<file path="config.mk">
export PLATFORM = sky130hd
export DESIGN_NAME = lrect_ctrl
export DESIGN_NICKNAME = d
export VERILOG_FILES = /design/src/rtl/lrect_pkg.sv /design/src/rtl/lrect_ctrl.sv
export SDC_FILE = /design/constraint.sdc
export NUM_CORES = 1
export LEC_CHECK = 0
export ABC_AREA = 1
export BUFFER_PORTS_ARGS = -buffer_cell sky130_fd_sc_hd__buf_4
export CORE_AREA = 2 2 39 41
export CTS_BUF_LIST = sky130_fd_sc_hd__clkbuf_16
export CTS_CLUSTER_SIZE = 20
export DETAILED_ROUTE_END_ITERATION = 16
export DIE_AREA = 0 0 41 43
export HOLD_SLACK_MARGIN = 0.05
export PLACE_DENSITY = 0.3
export RECOVER_POWER = 50
export SKIP_LAST_GASP = 1
export SLEW_MARGIN = 20
export SYNTH_ARGS = -nofsm -noshare
export SYNTH_HDL_FRONTEND = slang
export SYNTH_SLANG_ARGS = --single-unit
export TNS_END_PERCENT = 5
</file>
<file path="constraint.sdc">
create_clock -name clk -period 0.84 [get_ports clk]
set_clock_uncertainty 0.05 [all_clocks]
set_input_delay 0 -clock clk [delete_from_list [all_inputs] [get_ports clk]]
set_output_delay 0 -clock clk [all_outputs]
set_load 0.01 [all_outputs]
</file>
<file path="src/rtl/lrect_pkg.sv">
// ============================================================================
// lrect_pkg
// Shared types and codes for the layered rectangle overlap index.
// ============================================================================
`default_nettype none

package lrect_pkg;

    // operation codes carried in the input word
    localparam logic [1:0] FUNC_INSERT = 2'd0;
    localparam logic [1:0] FUNC_QUERY  = 2'd1;
    localparam logic [1:0] FUNC_CLEAR  = 2'd2;

    // result kinds
    localparam logic [2:0] KIND_INSERTED = 3'd0;
    localparam logic [2:0] KIND_REJECTED = 3'd1;
    localparam logic [2:0] KIND_MATCH    = 3'd2;
    localparam logic [2:0] KIND_NO_MATCH = 3'd3;
    localparam logic [2:0] KIND_CLEARED  = 3'd4;

    // most results one query may produce
    localparam int RESULT_CAP = 32;

    // width of the layer-limit register
    localparam int CFG_W = 4;

    typedef struct packed {
        logic signed [31:0] x_min;
        logic signed [31:0] y_min;
        logic signed [31:0] x_max;
        logic signed [31:0] y_max;
    } box_t;

    typedef struct packed {
        logic [1:0]         func;
        logic [3:0]         layer;
        logic signed [31:0] box_x_min;
        logic signed [31:0] box_y_min;
        logic signed [31:0] box_x_max;
        logic signed [31:0] box_y_max;
    } in_item_t;

    typedef struct packed {
        logic [2:0]         kind;
        logic [4:0]         found_slot;
        logic signed [31:0] found_x_min;
        logic signed [31:0] found_y_min;
        logic signed [31:0] found_x_max;
        logic signed [31:0] found_y_max;
        logic [5:0]         layer_count;
        logic [5:0]         peak_count;
        logic               last;
    } out_item_t;

    typedef enum logic [1:0] {
        ST_IDLE,
        ST_DECODE,
        ST_SCAN,
        ST_FINISH
    } ctrl_state_t;

    // controller -> datapath
    typedef struct packed {
        logic load_item;   // capture the accepted input word
        logic cfg_wr;      // write the layer limit, empty all buckets
        logic single;      // execute insert/clear/other and load its result
        logic scan_init;   // reset the scan engine
        logic scan_step;   // scan engine may advance
        logic finish;      // load the final query result
    } ctrl_cmd_t;

    // datapath -> controller
    typedef struct packed {
        logic is_query;
        logic out_free;
        logic scan_done;
    } dp_status_t;

endpackage

`default_nettype wire

</file>
<file path="src/rtl/lrect_ctrl.sv">
// ============================================================================
// lrect_ctrl
// Sequencer: accepts a word, dispatches it, runs the query scan to its end.
// ============================================================================
`default_nettype none

module lrect_ctrl (
    input  wire logic                  clk,
    input  wire logic                  rst_n,
    input  wire logic                  in_valid,
    output logic                       in_stall,
    input  wire logic                  cfg_valid,
    output logic                       cfg_ready,
    input  wire lrect_pkg::dp_status_t status,
    output lrect_pkg::ctrl_cmd_t       cmd
);

    lrect_pkg::ctrl_state_t state_reg;
    lrect_pkg::ctrl_state_t state_next;

    always_ff @(posedge clk or negedge rst_n)
    begin
        if (!rst_n)
        begin
            state_reg <= lrect_pkg::ST_IDLE;
        end
        else
        begin
            state_reg <= state_next;
        end
    end

    // next state
    always_comb
    begin
        state_next = state_reg;
        case (state_reg)
            lrect_pkg::ST_IDLE:
            begin
                if (in_valid && !in_stall)
                begin
                    state_next = lrect_pkg::ST_DECODE;
                end
            end
            lrect_pkg::ST_DECODE:
            begin
                if (status.is_query)
                begin
                    state_next = lrect_pkg::ST_SCAN;
                end
                else if (status.out_free)
                begin
                    state_next = lrect_pkg::ST_IDLE;
                end
            end
            lrect_pkg::ST_SCAN:
            begin
                if (status.scan_done)
                begin
                    state_next = lrect_pkg::ST_FINISH;
                end
            end
            lrect_pkg::ST_FINISH:
            begin
                if (status.out_free)
                begin
                    state_next = lrect_pkg::ST_IDLE;
                end
            end
            default:
            begin
                state_next = lrect_pkg::ST_IDLE;
            end
        endcase
    end

    // outputs; a config write takes the idle cycle ahead of any input word
    always_comb
    begin
        in_stall      = (state_reg != lrect_pkg::ST_IDLE) || cfg_valid;
        cfg_ready     = (state_reg == lrect_pkg::ST_IDLE);
        cmd           = '0;
        cmd.load_item = in_valid && !in_stall;
        cmd.cfg_wr    = cfg_valid && cfg_ready;
        case (state_reg)
            lrect_pkg::ST_DECODE:
            begin
                cmd.scan_init = status.is_query;
                cmd.single    = !status.is_query && status.out_free;
            end
            lrect_pkg::ST_SCAN:
            begin
                cmd.scan_step = 1'b1;
            end
            lrect_pkg::ST_FINISH:
            begin
                cmd.finish = status.out_free;
            end
            default:
            begin
                cmd.single = 1'b0;
            end
        endcase
    end

endmodule

`default_nettype wire

</file>
* Word-level counts from Yosys, hierarchy flattened *
Index checks and enable logic that the tools add are counted.

cells by class
  $add $sub $neg = 0
  muxes and demuxes = 9
  eq/ne operators = 5
  bitwise logic cells = 0
  divide/modulo/power cells = 0
  order comparisons = 0
  shifts and indexed selects = 0
  reductions and logical operators = 9
  multipliers = 0

operators by type and width
  operator                                                          count
  2-bit 2-to-1 mux                                                  4
  2-bit case mux with 4 select lines                                1
  2-bit == test (second input constant)                             2
  1-bit 2-to-1 mux                                                  4
  1-bit logical AND                                                 3
  2-bit by 1-bit == test with 1-bit output (second input constant)  1
  1-bit logical NOT                                                 2
  2-bit logical NOT                                                 1
  2-bit by 1-bit != test with 1-bit output (second input constant)  1
  2-bit != test (second input constant)                             1
  2-bit AND reduction                                               1
  2-bit nonzero test                                                1
  1-bit logical OR                                                  1

storage, ports and cells
  RAM bits = 0
  flip-flop bits (word level) = 2
  latch bits = 0
  input bits = 7
  memory bits (read-only) = 0
  logic and storage cells = 24
  memories kept = 0

* Depth between registers and ports, before layout *
Gate-level depths: netlist of the first run.

  depth in word-level cells = 6
  gate-level depth with buffers = 5
  mapped depth without buffers = 5

* Worst setup path before layout of the first run *
Ideal clock, no wire load.

  path kind = register to output
  start point = register state_reg[1]
  end point = output port cmd[5] in the netlist's numbering
  cell stages (with the launch flop) = 4
  setup slack = -0.165 ns
  required time = 0.790 ns
  arrival = 0.955 ns
  cell sequence = dfrtp_1 nor2_2 nand2_1 nor2_1

RTL lines
  what                      RTL line          text
  start: declaration        lrect_ctrl.sv:18  lrect_pkg::ctrl_state_t state_reg;
  start signal: assignment  lrect_ctrl.sv:25  state_reg <= lrect_pkg::ST_IDLE;
  start signal: assignment  lrect_ctrl.sv:29  state_reg <= state_next;
  end: declaration          lrect_ctrl.sv:15  output lrect_pkg::ctrl_cmd_t cmd

==> results of run 1 <==
-- per-layer routing --
layer  global-route usage  vias to the layer above  wire (µm)
met4                0.100                        0         17
met5                    0                        -          0
met3               0.0314                        2         44
met2                0.134                       10        323
li1                     -                      114          -
met1               0.0774                      103        198
-- power by group --
part | internal, µW | switching, µW | total (µW)
clock network | 613 | 126 | 739
logic | 411 | 335 | 746
registers | 157 | 130 | 287
-- worst max path at each step --
| stage | from | end | slack, ns | cells after the start |
|---|---|---|---|---|
| after detailed placement | state_reg[1]$_DFFE_PN0P_ | state_reg[0]$_DFFE_PN0P_ | -0.15 | 5 |
| after CTS | state_reg[0]$_DFFE_PN0P_ | cmd[5] | -0.28 | 4 |
| after global placement | state_reg[1]$_DFFE_PN0P_ | state_reg[0]$_DFFE_PN0P_ | -0.14 | 5 |
| after floorplan | state_reg[1]$_DFFE_PN0P_ | state_reg[0]$_DFFE_PN0P_ | -0.08 | 5 |
| final | state_reg[0]$_DFFE_PN0P_ | cmd[2] | -0.28 | 4 |
| after global routing | state_reg[1]$_DFFE_PN0P_ | cmd[5] | -0.33 | 4 |
-- worst min-delay path: cells and delay by family --
kind / cells / cell delay (ns)
simple gates: 2 / 0.10
buf+inv: 1 / 0.09
compound gates: 1 / 0.05
-- final cells by class --
type,instances,area [µm²]
fillers,155,947
repair buffers,19,155
multi-input cells,16,109
clock buffers,3,75.1
flip-flops and latches,2,52.6
inverters,5,21.3
well taps,16,20.0
clock inverters,1,3.75
-- layout by cell type, fill, tap and decap left out, drive strengths merged --
cell type	n
clkbuf	3
nand3	1
nor3	2
nand2	7
dlygate4sd3	2
inv	6
nor2	5
buf	17
dfrtp	2
o21ai	1
-- metrics by stage --
stage / hold WS (ns) / instance area [µm²] / setup WS [ns] / setup TNS [ns] / std cells
after global routing: 0.0322 / 437 / -0.327 / -2.74 / 62
after global placement: -0.268 / 297 / -0.142 / -0.454 / 54
after detailed placement: -0.266 / 297 / -0.145 / -0.499 / 54
after floorplan: -0.346 / 164 / -0.0846 / -0.165 / 23
final: -0.000248 / 437 / -0.283 / -2.20 / 62
after CTS: 0.00738 / 437 / -0.283 / -2.31 / 62
-- what timing repair did --
item / CTS / global route
gates resized for setup: 7 / 0
hold endpoints to repair: 4 / 1
endpoints found under the setup margin: 10 / 12
pin swaps: 1 / 1
buffers inserted: 2 / 0
-- kinds of logic after synthesis --
family                 count (synthesis)  synth area share
buffers and inverters                  5             0.125
and+or+nand+nor                       15             0.483
AOI/OAI and AO/OA                      1            0.0583
DFF                                    2             0.333
==> impl_metrics.yaml, run 1 <==
hold_path:
  min_to: "state_reg[0]$_DFFE_PN0P_"
  hold_depth: 4
  hold_path.class: "in2reg"
  hp-start: "cfg_valid"
floorplan:
  core_area_um2: 1380
  initial_core_util: 0.108
  rows: 14
  io_pins: 15
  die-height_um: 43
  dieArea_um2: 1760
  die_x_um: 41
cells_and_area:
  largest_reg_flops: 2
  final_util: 0.316
  nNetsFinal: 54
  antenna_cells: 0
  areaGrowthSynthToFinish_pct: 191
  layout-drive-gt1-share: 0.674
worst_setup_path:
  r2r_end: "state_reg[0]$_DFFE_PN0P_"
  path_cells: "buf_6 -> nand3_4 -> inv_1 -> buf_4"
  path_class: "reg2out"
  cpPeakStageDelay_ns: 0.46
  worstSetupEndpointType: "primary output"
  path_delay_family: "flip-flops"
  crit_path_start_kind: "flop"
  crit_fanout: 5
  arrival_ns: 1.07
  path_buf_inv: 3
  reg2reg_from: "state_reg[1]$_DFFE_PN0P_"
  r2r_setup_slack_ns: -0.17
  worst_path_max_delay_cell: "dfrtp_2"
  required_ns: 0.79
  worstRegToRegCells: 5
grt:
  grt.overflow.total: 0
  grt_usage: 0.0884
  antenna_found_initial: 0
  grt_pass1_wl_um: 917
  grt_pass1_vias: 232
  grt_max_degree: 6
synthesis:
  async_flop_share: 1.00
  synth.distinct_cells: 10
  synth_fp_nets: 30
  synth_seq_cells: 2
  synth_area_um2: 150
  syn_avg_cell_area_um2: 6.53
  synth-edff-count: 0
  yosys_most_used_dff: "dfrtp_1"
  yosysTopAreaCell: "dfrtp_1"
  synthTopCellsByArea: "dfrtp_1 33%, nand2_1 15%, inv_1 10%"
  synth.top_cell.area_share: 0.333
  ys.warnings.count: 0
  netlist_instances: 23
  ys_seq_area_frac: 0.333
  netlist_top_cells_count: "6 x nand2_1, 4 x inv_1, 3 x nor2_1"
  yosysMostFrequentCell: "nand2_1"
drt:
  drc: 0
  detail_route.wirelength_um: 584
  wl_per_cell_um: 9.42
  first_pass_iters: 2
  num_vias: 229
  drt_iter0_markers: 2
  ant_nets: 0
  viasPerCell: 3.69
place:
  numPortBuffers: 14
  gp_congestion: 0.684
  dp_hpwl_um: 348
timing:
  max_freq_mhz: 891
  fin_crit_ns: 1.12
  relSlewSlack: 0.880
  whs_ns: -0.000248
  finalCritPeriodShare: 1.34
  worst_pin_slew_ns: 0.180
  rsz0062_at_grt: "true"
  final-setup-viol-count: 10
  hold_viol: 1
  worst_slack_ns: -0.283
  finalMaxSlewViolations: 0
clocking:
  cts_buffers: 3
  clk_pin_slew_ns: 0.03
  h-tree-depth: 1
  cts.sinks: 2
  cts_root_buf: "clkbuf_16"
  cts_tree: "yes"
  hold_buffers: 2
  cts_buffer_depth: 2
  worstSkewPairLatency_ns: 0.22
power:
  p_per_area_nw_per_um2: 4060
  power.total_uw: 1770
  p_leak_uw: 0.000231
  ir_drop_v: 0.00135
run_status:
  violations: "negative hold slack, negative setup slack"
  status: "finished with violations"
job:
  cap_violations: 0
(Power assumes the default switching activity.)
==> inputs of run 2 (changes only) <==
- PLACE_DENSITY: 0.3 -> 0.34
==> impl_metrics.yaml, run 2 (synthesis results as in run 1) <==
place:
  dp_hpwl_um: 374
  place_ws_ns: -0.130
  numPortBuffers: 14
  gp_congestion: 0.620
cells_and_area:
  layout_commonest_cell: "buf_4"
  layout-drive-gt1-share: 0.630
  areaGrowthSynthToFinish_pct: 178
  antenna_cells: 0
  nNetsFinal: 54
  layout_common_cells: "16 x buf_4, 5 x inv_1, 5 x nand2_1, 3 x clkbuf_16, 3 x dlygate4sd3_1"
  largest_reg_flops: 2
floorplan:
  dieArea_um2: 1760
  initial_core_util: 0.108
  die-height_um: 43
  io_pins: 15
  die_x_um: 41
  core_area_um2: 1380
  rows: 14
drt:
  wirelength_met1_um: 179
  ant_nets: 0
  first_pass_iters: 2
  viasPerCell: 3.55
  wl_met3_um: 59
  highest_layer: "met4"
  drc: 0
  wl_met2_um: 231
  num_vias: 220
  detail_route.wirelength_um: 480
  drt_iter0_markers: 3
  wl_per_cell_um: 7.74
worst_setup_path:
  worstRegToRegCells: 4
  crit_fanout: 5
  worstSetupEndpointType: "primary output"
  r2r_end: "state_reg[0]$_DFFE_PN0P_"
  r2r_setup_slack_ns: -0.09
  required_ns: 0.79
  arrival_ns: 1.09
  reg2reg_from: "state_reg[0]$_DFFE_PN0P_"
  crit_path_start_kind: "flop"
  path_class: "reg2out"
hold_path:
  hold_depth: 4
  min_to: "state_reg[0]$_DFFE_PN0P_"
  hp-start: "cfg_valid"
  hold_path.class: "in2reg"
clocking:
  cts_root_buf: "clkbuf_16"
  post-cts-setup-buffer-count: 0
  h-tree-depth: 1
  clk_pin_slew_ns: 0.03
  hold_buffers: 3
  cts_buffer_depth: 2
  cts_tree: "yes"
  cts.sinks: 2
  cts_buffers: 3
  worstSkewPairLatency_ns: 0.22
grt:
  grt_usage: 0.0762
  antenna_found_initial: 0
  grt_pass1_vias: 206
  grt_max_degree: 6
  grt.overflow.total: 0
  grt_pass1_wl_um: 814
job:
  cap_violations: 0
power:
  p_per_area_nw_per_um2: 3890
  ir_drop_v: 0.00121
  power.total_uw: 1620
  p_leak_uw: 0.000226
timing:
  fin_crit_ns: 1.14
  hold_viol: 1
  relSlewSlack: 0.882
  finalMaxSlewViolations: 0
  whs_ns: -0.00398
  worst_slack_ns: -0.298
  worst_pin_slew_ns: 0.176
  final.setup.tns_ns: -2.10
  rsz0062_at_grt: "true"
  finalCritPeriodShare: 1.35
  max_freq_mhz: 879
  final-setup-viol-count: 9
run_status:
  violations: "negative hold slack, negative setup slack"
  status: "finished with violations"
-- run 2: cell types whose count changed in the layout (fill, tap and decap cells not counted), sizes merged --
cell	previous run	this run
buf	17	16
dlygate4sd3	2	3
-- run 2: what timing repair did --
item                                    4_1_cts  5_1_grt
gates resized for setup                       1        1
pin swaps                                     0        1
endpoints found under the hold margin         4        2
endpoints found under the setup margin       10       11
-- run 2: layer usage --
metal | global-route usage | vias up
met5 | 0 | -
met4 | 0.0800 | 0
met3 | 0.0471 | 2
met2 | 0.0906 | 12
met1 | 0.0833 | 90
li1 | - | 116
-- run 2: final cells by class --
cell class                      instances  area, µm²
Inverter                                5       18.8
Clock inverter                          1       3.75
Fill cell                             153        967
Timing Repair Buffer                   19        150
Sequential cell                         2       52.6
Tap cell                               16       20.0
Multi-Input combinational cell         16       96.3
Clock buffer                            3       75.1
-- run 2: how the worst max path moves through the flow --
stage,start,endpoint,slack (ns),cells past startpoint
floorplan,state_reg[1]$_DFFE_PN0P_,state_reg[0]$_DFFE_PN0P_,-0.08,5
global placement,state_reg[1]$_DFFE_PN0P_,state_reg[0]$_DFFE_PN0P_,-0.11,5
detailed placement,state_reg[1]$_DFFE_PN0P_,state_reg[0]$_DFFE_PN0P_,-0.13,5
CTS,state_reg[0]$_DFFE_PN0P_,cmd[5],-0.31,4
global route,state_reg[0]$_DFFE_PN0P_,cmd[5],-0.37,4
finish,state_reg[0]$_DFFE_PN0P_,cmd[5],-0.30,4
-- run 2: per-stage QoR --
stage	cells	hold WS, ns	area (µm²)	util
2_1_floorplan	23	-0.346	164	-
3_3_place_gp	55	-0.266	304	0.220
3_5_place_dp	55	-0.266	304	0.220
4_1_cts	62	0.00654	414	0.299
5_1_grt	62	0.0194	417	0.301
6_report	62	-0.00398	417	0.301
-- run 2: worst max-delay path, cell delays in order (launching register included) --
cell	delay, ns
dfrtp_2	0.46
nor2_4	0.16
nand2_2	0.07
nor2_2	0.07
buf_4	0.12
-- run 2: power breakdown --
group          internal (µW)  switching [µW]  leakage, µW
Clock                    612             111    0.0000423
Combinational            341             285     0.000162
Sequential               157             115    0.0000219
